$ cat src/design/dt3s_pkg.sv
// Shared types and constants for the dequantized top-three selector.
// Request and result payload structs, label kinds and register indexes.
// No dependencies.
`default_nettype none

package dt3s_pkg;

   // Width of a dequantized score: signed Q10.24
   localparam int SCORE_W = 35;

   // Reset value of a ranking slot: -1.0 in Q.24
   localparam logic signed [SCORE_W-1:0] MINUS_ONE_Q24 = -35'sd16777216;

   // Class count at which index 0 is the background class
   localparam int BG_CLASS_COUNT = 1001;

   // Label kinds
   localparam logic [1:0] KIND_EMPTY      = 2'd0;
   localparam logic [1:0] KIND_LABEL      = 2'd1;
   localparam logic [1:0] KIND_BACKGROUND = 2'd2;
   localparam logic [1:0] KIND_UNKNOWN    = 2'd3;

   // Rank of the final result of a vector
   localparam logic [1:0] RANK_LAST = 2'd2;

   // Configuration register indexes
   localparam logic [1:0] CSR_SIGNED_MODE = 2'd0;
   localparam logic [1:0] CSR_ZERO_POINT  = 2'd1;
   localparam logic [1:0] CSR_SCALE_Q24   = 2'd2;
   localparam logic [1:0] CSR_LABEL_COUNT = 2'd3;

   // One class score request
   typedef struct packed {
      logic [7:0] raw_score;
      logic       is_last;
   } req_payload_type;

   // One ranked result
   typedef struct packed {
      logic [1:0]  rank;
      logic [10:0] label_index;
      logic [1:0]  label_kind;
      logic [32:0] score;
      logic        last_result;
   } rsp_payload_type;

endpackage

`default_nettype wire

$ cat src/design/dequantized_top3_selector_top.sv
// Dequantized top-three selector: input register, multiplier stage, ranking
// registers, a three-entry result buffer and an output register. Depends on dt3s_pkg.
`default_nettype none

// The block takes one quantized class score per cycle while req_stall is low
// and dequantizes it as (q - zp_offset) * scale_q24 into signed Q10.24. It
// keeps a running top three (ties keep the earlier index) and, on the request
// marked is_last, hands out three ranked results on rsp and starts a new vector.
// A request flows through two register stages (input register, then the
// 10x25 multiplier register) before it enters the ranking registers; the
// results of a vector then pass through the result buffer and the output
// register, the second and third following the first on the next cycles unless rsp stalls.
// Requests are taken every cycle; the one limit is the result buffer, which
// holds one vector's three results and hands out one per cycle: a last
// request that reaches the ranking stage before the previous vector's third
// result leaves holds the pipeline (req_stall high) until that result is
// taken, so vectors shorter than three requests, or a stalled rsp side, slow
// the input. Configuration writes are always taken (csr_ready is high) and
// must be made while the block is idle.
module dequantized_top3_selector_top
   import dt3s_pkg::*;
#(
   parameter int MAX_CLASSES = 2048
) (
   input  wire logic            clock,
   input  wire logic            reset,
   // class score requests
   input  wire logic            req_valid,
   output      logic            req_stall,
   input  wire req_payload_type req_payload,
   // ranked results
   output      logic            rsp_valid,
   input  wire logic            rsp_stall,
   output      rsp_payload_type rsp_payload,
   // configuration writes
   input  wire logic            csr_valid,
   output      logic            csr_ready,
   input  wire logic [1:0]      csr_index,
   input  wire logic [23:0]     csr_data
);

   localparam int CNT_W = $clog2(MAX_CLASSES + 1);
   localparam int IDX_W = $clog2(MAX_CLASSES);

   // configuration registers
   logic        signed_mode_ff;
   logic [8:0]  zp_offset_ff;
   logic [23:0] scale_q24_ff;
   logic [11:0] label_count_ff;

   // input register
   logic            in_valid_ff;
   req_payload_type in_ff;

   // multiplier stage
   logic                      score_valid_ff;
   logic                      score_last_ff;
   logic signed [SCORE_W-1:0] score_ff;
   logic signed [9:0]         q_val;
   logic signed [9:0]         zp_val;
   logic signed [9:0]         diff;
   logic signed [SCORE_W-1:0] product;

   // ranking state
   logic signed [SCORE_W-1:0] best_score_ff [3];
   logic [IDX_W-1:0]          best_idx_ff   [3];
   logic [2:0]                slot_valid_ff;
   logic [CNT_W-1:0]          item_count_ff;
   logic signed [SCORE_W-1:0] best_score_in [3];
   logic [IDX_W-1:0]          best_idx_in   [3];
   logic [2:0]                slot_valid_in;
   logic [CNT_W-1:0]          item_count_in;
   logic                      take;
   logic                      gt0;
   logic                      gt1;
   logic                      gt2;
   logic [IDX_W-1:0]          new_idx;

   // result buffer
   logic signed [SCORE_W-1:0] snap_score_ff [3];
   logic [IDX_W-1:0]          snap_idx_ff   [3];
   logic [2:0]                snap_valid_ff;
   logic [CNT_W-1:0]          snap_count_ff;
   logic                      buf_busy_ff;
   logic [1:0]                ptr_ff;

   // output register
   logic            rsp_valid_ff;
   rsp_payload_type rsp_ff;
   rsp_payload_type rsp_in;
   logic            load_out;

   // pipeline control
   logic buf_free;
   logic hold;
   logic adv;
   logic emit;

   // classification of the selected buffer entry
   logic signed [SCORE_W-1:0] sel_score;
   logic [IDX_W-1:0]          sel_idx;
   logic                      sel_valid;
   logic                      is_bg_vector;
   logic [31:0]               shifted_idx;

   // the buffer can take a new vector once its third result leaves
   assign buf_free  = !buf_busy_ff || (load_out && (ptr_ff == RANK_LAST));

   // hold the input, multiplier and ranking stages while a last request waits for the result buffer
   assign hold      = score_valid_ff && score_last_ff && !buf_free;
   assign adv       = !hold;
   assign req_stall = hold;
   assign emit      = adv && score_valid_ff && score_last_ff;
   assign csr_ready = 1'b1;

   // write configuration registers
   always_ff @(posedge clock) begin
      if (reset) begin
         signed_mode_ff <= 1'b1;
         zp_offset_ff   <= 9'd0;
         scale_q24_ff   <= 24'd65536;
         label_count_ff <= 12'd1000;
      end else if (csr_valid && csr_ready) begin
         case (csr_index)
            CSR_SIGNED_MODE: signed_mode_ff <= csr_data[0];
            CSR_ZERO_POINT:  zp_offset_ff   <= csr_data[8:0];
            CSR_SCALE_Q24:   scale_q24_ff   <= csr_data[23:0];
            CSR_LABEL_COUNT: label_count_ff <= csr_data[11:0];
            default: begin
            end
         endcase
      end
   end

   // capture the request
   always_ff @(posedge clock) begin
      if (reset) begin
         in_valid_ff <= 1'b0;
      end else if (adv) begin
         in_valid_ff <= req_valid;
      end
   end

   always_ff @(posedge clock) begin
      if (adv) begin
         in_ff <= req_payload;
      end
   end

   // dequantize: (q - zp) * scale, exact in 35 bits
   always_comb begin
      if (signed_mode_ff) begin
         q_val = {{2{in_ff.raw_score[7]}}, in_ff.raw_score};
      end else begin
         q_val = {2'b00, in_ff.raw_score};
      end
      zp_val  = {zp_offset_ff[8], zp_offset_ff};
      diff    = q_val - zp_val;
      product = $signed({{(SCORE_W-10){diff[9]}}, diff})
              * $signed({{(SCORE_W-24){1'b0}}, scale_q24_ff});
   end

   always_ff @(posedge clock) begin
      if (reset) begin
         score_valid_ff <= 1'b0;
      end else if (adv) begin
         score_valid_ff <= in_valid_ff;
      end
   end

   always_ff @(posedge clock) begin
      if (adv) begin
         score_ff      <= product;
         score_last_ff <= in_ff.is_last;
      end
   end

   // insert the new score into the running top three
   always_comb begin
      take    = score_valid_ff && (item_count_ff < CNT_W'(MAX_CLASSES));
      gt0     = score_ff > best_score_ff[0];
      gt1     = score_ff > best_score_ff[1];
      gt2     = score_ff > best_score_ff[2];
      new_idx = item_count_ff[IDX_W-1:0];

      best_score_in = best_score_ff;
      best_idx_in   = best_idx_ff;
      slot_valid_in = slot_valid_ff;
      item_count_in = item_count_ff;

      if (take) begin
         item_count_in = item_count_ff + CNT_W'(1);
         if (gt0) begin
            best_score_in[2] = best_score_ff[1];
            best_idx_in[2]   = best_idx_ff[1];
            slot_valid_in[2] = slot_valid_ff[1];
            best_score_in[1] = best_score_ff[0];
            best_idx_in[1]   = best_idx_ff[0];
            slot_valid_in[1] = slot_valid_ff[0];
            best_score_in[0] = score_ff;
            best_idx_in[0]   = new_idx;
            slot_valid_in[0] = 1'b1;
         end else if (gt1) begin
            best_score_in[2] = best_score_ff[1];
            best_idx_in[2]   = best_idx_ff[1];
            slot_valid_in[2] = slot_valid_ff[1];
            best_score_in[1] = score_ff;
            best_idx_in[1]   = new_idx;
            slot_valid_in[1] = 1'b1;
         end else if (gt2) begin
            best_score_in[2] = score_ff;
            best_idx_in[2]   = new_idx;
            slot_valid_in[2] = 1'b1;
         end
      end
   end

   // advance ranking state; clear it after a last request
   always_ff @(posedge clock) begin
      if (reset || emit) begin
         for (int i = 0; i < 3; i++) begin
            best_score_ff[i] <= MINUS_ONE_Q24;
            best_idx_ff[i]   <= '0;
         end
         slot_valid_ff <= 3'b000;
         item_count_ff <= '0;
      end else if (adv) begin
         best_score_ff <= best_score_in;
         best_idx_ff   <= best_idx_in;
         slot_valid_ff <= slot_valid_in;
         item_count_ff <= item_count_in;
      end
   end

   // snapshot the final ranking into the result buffer
   always_ff @(posedge clock) begin
      if (emit) begin
         snap_score_ff <= best_score_in;
         snap_idx_ff   <= best_idx_in;
         snap_valid_ff <= slot_valid_in;
         snap_count_ff <= item_count_in;
      end
   end

   assign load_out = buf_busy_ff && (!rsp_valid_ff || !rsp_stall);

   // drain the buffer one result per cycle unless rsp stalls
   always_ff @(posedge clock) begin
      if (reset) begin
         buf_busy_ff <= 1'b0;
         ptr_ff      <= 2'd0;
      end else if (emit) begin
         buf_busy_ff <= 1'b1;
         ptr_ff      <= 2'd0;
      end else if (load_out) begin
         if (ptr_ff == RANK_LAST) begin
            buf_busy_ff <= 1'b0;
            ptr_ff      <= 2'd0;
         end else begin
            ptr_ff <= ptr_ff + 2'd1;
         end
      end
   end

   // classify the selected slot
   always_comb begin
      case (ptr_ff)
         2'd0: begin
            sel_score = snap_score_ff[0];
            sel_idx   = snap_idx_ff[0];
            sel_valid = snap_valid_ff[0];
         end
         2'd1: begin
            sel_score = snap_score_ff[1];
            sel_idx   = snap_idx_ff[1];
            sel_valid = snap_valid_ff[1];
         end
         default: begin
            sel_score = snap_score_ff[2];
            sel_idx   = snap_idx_ff[2];
            sel_valid = snap_valid_ff[2];
         end
      endcase

      is_bg_vector = (32'(snap_count_ff) == 32'(BG_CLASS_COUNT));
      if (is_bg_vector) begin
         shifted_idx = 32'(sel_idx) - 32'd1;
      end else begin
         shifted_idx = 32'(sel_idx);
      end

      rsp_in             = '0;
      rsp_in.rank        = ptr_ff;
      rsp_in.last_result = (ptr_ff == RANK_LAST);
      rsp_in.label_kind  = KIND_EMPTY;
      if (sel_valid) begin
         if (is_bg_vector && (sel_idx == '0)) begin
            rsp_in.label_kind = KIND_BACKGROUND;
         end else if (shifted_idx >= 32'(label_count_ff)) begin
            rsp_in.label_kind = KIND_UNKNOWN;
         end else begin
            rsp_in.label_kind  = KIND_LABEL;
            rsp_in.label_index = shifted_idx[10:0];
         end
      end
      // clamp negative scores to zero
      if (sel_score[SCORE_W-1]) begin
         rsp_in.score = '0;
      end else begin
         rsp_in.score = sel_score[32:0];
      end
   end

   // output register
   always_ff @(posedge clock) begin
      if (reset) begin
         rsp_valid_ff <= 1'b0;
      end else if (load_out) begin
         rsp_valid_ff <= 1'b1;
      end else if (!rsp_stall) begin
         rsp_valid_ff <= 1'b0;
      end
   end

   always_ff @(posedge clock) begin
      if (load_out) begin
         rsp_ff <= rsp_in;
      end
   end

   assign rsp_valid   = rsp_valid_ff;
   assign rsp_payload = rsp_ff;

   // a last request never overwrites a buffer that is still draining
   a_no_overwrite: assert property (@(posedge clock) disable iff (reset)
      emit |-> (!buf_busy_ff || (load_out && (ptr_ff == RANK_LAST))))
      else $error("last request advanced while result buffer busy");

   // ranking state is back at reset values after a vector ends
   a_clear_after_emit: assert property (@(posedge clock) disable iff (reset)
      emit |=> (item_count_ff == '0) && (slot_valid_ff == 3'b000))
      else $error("ranking state not cleared after last request");

   // the final result of a vector carries rank two
   a_last_rank: assert property (@(posedge clock) disable iff (reset)
      rsp_valid |-> (rsp_payload.last_result == (rsp_payload.rank == RANK_LAST)))
      else $error("last_result does not match rank");

   // buffer index stays within three entries
   a_ptr_range: assert property (@(posedge clock) disable iff (reset)
      buf_busy_ff |-> (ptr_ff != 2'd3))
      else $error("result buffer index out of range");

endmodule

`default_nettype wire

$ cat config.mk
export PLATFORM = sky130hd
export DESIGN_NAME = dequantized_top3_selector_top
export DESIGN_NICKNAME = d
export VERILOG_FILES = /design/src/design/dt3s_pkg.sv /design/src/design/dequantized_top3_selector_top.sv
export SDC_FILE = /design/constraint.sdc
export NUM_CORES = 2
export LEC_CHECK = 0
export ABC_AREA = 0
export BUFFER_PORTS_ARGS = -buffer_cell sky130_fd_sc_hd__buf_2
export CAP_MARGIN = 20
export CORE_MARGIN = 1
export CORE_UTILIZATION = 34
export DETAILED_ROUTE_END_ITERATION = 12
export SETUP_SLACK_MARGIN = 0.1
export SKIP_CTS_REPAIR_TIMING = 1
export SLEW_MARGIN = 10
export SYNTH_ARGS = -nofsm -noshare
export SYNTH_HDL_FRONTEND = slang
export SYNTH_SLANG_ARGS = --single-unit
$ cat constraint.sdc
create_clock -name clock -period 9.68 [get_ports clock]
set_input_delay 1.936 -clock clock [delete_from_list [all_inputs] [get_ports clock]]
set_output_delay 1.936 -clock clock [all_outputs]
set_load 0.02 [all_outputs]
==> run metrics <==
Iter 0 DRT Violations 1,464; Maximum Capacitance Violations 0; Final Hold Vio Count 0; Distinct cells, synth 74; clock sinks 449; Pleak 13.7 nW; Reg-to-Reg End score_ff[34]; Hold Crit Class flip-flop to flip-flop; Seq cells post-synth 449; Buf+Inv Stages, Crit Path 6; initial antenna violation count 1; Peak VDD IR 136 uV; die height 299 um; Design Area, Final 33,200 um2; Die W 299 um; share of post-route cells with drive strength above 1 0.106; CP max FO 16; Area Growth Syn to Fin 10.9%; crit path launch type flip-flop; reg2reg path depth 31; mean routed wirelength per cell 18.8 um; clk slew on worst S/H paths 0.06 ns; Final setup violation count 0; Final min period 8.26 ns; Detailed Place HPWL 52.4 mm; drt pass-1 iters 5; row count 108; CTS Root Cell clkbuf_16; routed via count 21,600; commonest non-fill, non-tap cell in the layout inv_1; CTS tree built; met1 usage in global routing 0.248; commonest cells after routing, fill and taps aside 366 x inv_1, 282 x nand2_1, 244 x edfxtp_1; core area 87,000 um2; Synth Net Count 3,422; Critical Path AT 8.61 ns; Worst-Skew Late Latency 0.63 ns; TNS Setup 0 ns; global-route wire length before repair 123 mm; GRT overflow 0; CP delay by family, top adder cells; DIE AREA 89,300 um2; hold_sp in_ff[0]; Cell Area, Placed 31,500 um2; number of routed nets with antenna violations 0; Crit path required time 10.03 ns; TritonCTS Buffers 50; Layout Nets 3,414; R2R setup slack 1.42 ns; total routed wirelength 78.5 mm; Fillers 8,651; crit path kind flip-flop to flip-flop; hold worst-path end score_last_ff; Pwr Density 183 nW/um2; status finished, final reports clean; Vias/cell 5.19; sequential share of the synthesized area 0.381; # diodes 0; worst slew pin tran 1.11 ns; Initial Util 0.344; slowest CP cell a31oi_2; main flop type after synthesis edfxtp_1; Worst Skew 0.0369 ns; GRT Overall Usage 0.174; slowest cell delay on critical path 0.58 ns; htree depth 2; Post-synth ARST share 0; grt met2 use 0.279; largest net degree at the start of global routing 152; synthesized instance count 2,983; total power 0.00607 W; Ys Warns 0; reg-to-reg startpoint zp_offset_ff[1]; number of synthesized flops with an enable pin 244; final slew viol count 0; I/O pin count 92; number of global-route vias before repair 21,200; Post-Syn Area 30,000 um2; crit path capture type flip-flop; GP Congestion 0.837; Worst slew margin 0.257; met3 Use GR 0.0229; RSZ-0062 raised after global routing false; worst hold path depth 0; Post-Syn Area per Cell 10.0 um2; achievable frequency 121 MHz; # DRC 0; # port buffers 90; grt peak-use layer met2; CTS max path bufs 3; period utilization 0.853
[logic make-up (layout without fill, tap and decap cells)]
kind of cell | Yosys count | after routing | share of synthesized area
AO/OA/AOI/OAI | 664 | 664 | 0.162
XOR/XNOR | 61 | 61 | 0.0178
adder cells (fa/ha/maj) | 399 | 399 | 0.211
buffers and inverters | 550 | 584 | 0.0714
flip-flops | 449 | 449 | 0.381
multiplexers | 97 | 97 | 0.0345
other | 1 | 1 | 0.000125
AND/OR/NAND/NOR | 762 | 762 | 0.122
[stage by stage]
step                      hold slack, ns  setup slack, ns  instances   util
after floorplan                    0.400             2.04       2983      -
after global placement             0.403             1.59       4075  0.362
after detailed placement           0.406             1.44       4075  0.362
after CTS                          0.422             1.39       4169  0.382
after global routing               0.425            0.961       4172  0.382
final                              0.419             1.42       4172  0.382
[area by class of cell]
cell class,count,area [um2],share of cell area
Clock buffer,61,1310,0.0395
Clock inverter,33,419,0.0126
Timing Repair Buffer,123,722,0.0217
Inverter,367,1380,0.0414
Multi-Input combinational cell,1984,16500,0.497
Sequential cell,449,11400,0.344
Tap cell,1155,1450,0.0435
[worst register-to-register path: cells and delay by family (launching register included)]
| family | cells | cell delay [ns] |
|---|---|---|
| AOI/OAI and AO/OA | 13 | 3.11 |
| adders and majority gates | 7 | 3.27 |
| buffers and inverters | 6 | 0.60 |
| xor gates and xnor gates | 1 | 0.12 |
| and+or+nand+nor | 4 | 0.49 |
| DFF | 1 | 0.38 |
[cell usage after synthesis (all sizes together), types with 14 or more instances]
master | instances | area share
xnor2 | 35 | 0.010
o22a | 91 | 0.027
o21a | 22 | 0.0055
a2bb2oi | 45 | 0.013
mux2i | 47 | 0.016
o221a | 71 | 0.027
nor2 | 168 | 0.022
nor2b | 53 | 0.011
nand2 | 284 | 0.036
mux2 | 50 | 0.019
o211ai | 14 | 0.0040
dfxtp | 205 | 0.14
o22ai | 49 | 0.010
xor2 | 26 | 0.0076
and2 | 110 | 0.023
clkbuf | 139 | 0.017
nor3 | 17 | 0.0032
nand4 | 27 | 0.0058
a21o | 40 | 0.010
ha | 223 | 0.093
nand3 | 32 | 0.0055
inv | 367 | 0.046
fa | 176 | 0.12
o21ai | 48 | 0.0080
nand2b | 31 | 0.0065
edfxtp | 244 | 0.24
a21oi | 202 | 0.034
buf | 44 | 0.0080
[worst max-delay path by stage]
stage,startpoint,end,slack [ns],cells past startpoint
6_report,zp_offset_ff[1],score_ff[34],1.42,31
5_1_grt,zp_offset_ff[1],score_ff[34],0.96,31
4_1_cts,zp_offset_ff[1],score_ff[34],1.39,31
3_5_place_dp,zp_offset_ff[1],score_ff[34],1.44,31
3_3_place_gp,zp_offset_ff[1],score_ff[34],1.59,31
2_1_floorplan,rsp_stall,item_count_ff[0],2.04,9
[sequential cells by signal, indices dropped and copies added, names as in the netlist, 2 cells and up, named ones only]
name and cells:
snap_score_ff 102, item_count_ff 12, in_ff 9, snap_idx_ff 33, rsp_payload 49, scale_q24_ff 24
snap_count_ff 12, score_ff 35, best_score_ff 102, best_idx_ff 33, snap_valid_ff 3, ptr_ff 2
zp_offset_ff 9, label_count_ff 12, slot_valid_ff 3
[power breakdown]
group          internal, W  switching, W
combinational     0.000677      0.000974
clock              0.00117      0.000861
sequential         0.00216      0.000234
total              0.00401       0.00207
[per-layer routing]
layer	wire length, um	up-vias
met3	4260	83
met4	1390	0
met5	0	-
met1	37200	10700
li1	-	10300
met2	35700	534
(Power assumes the default switching activity.)
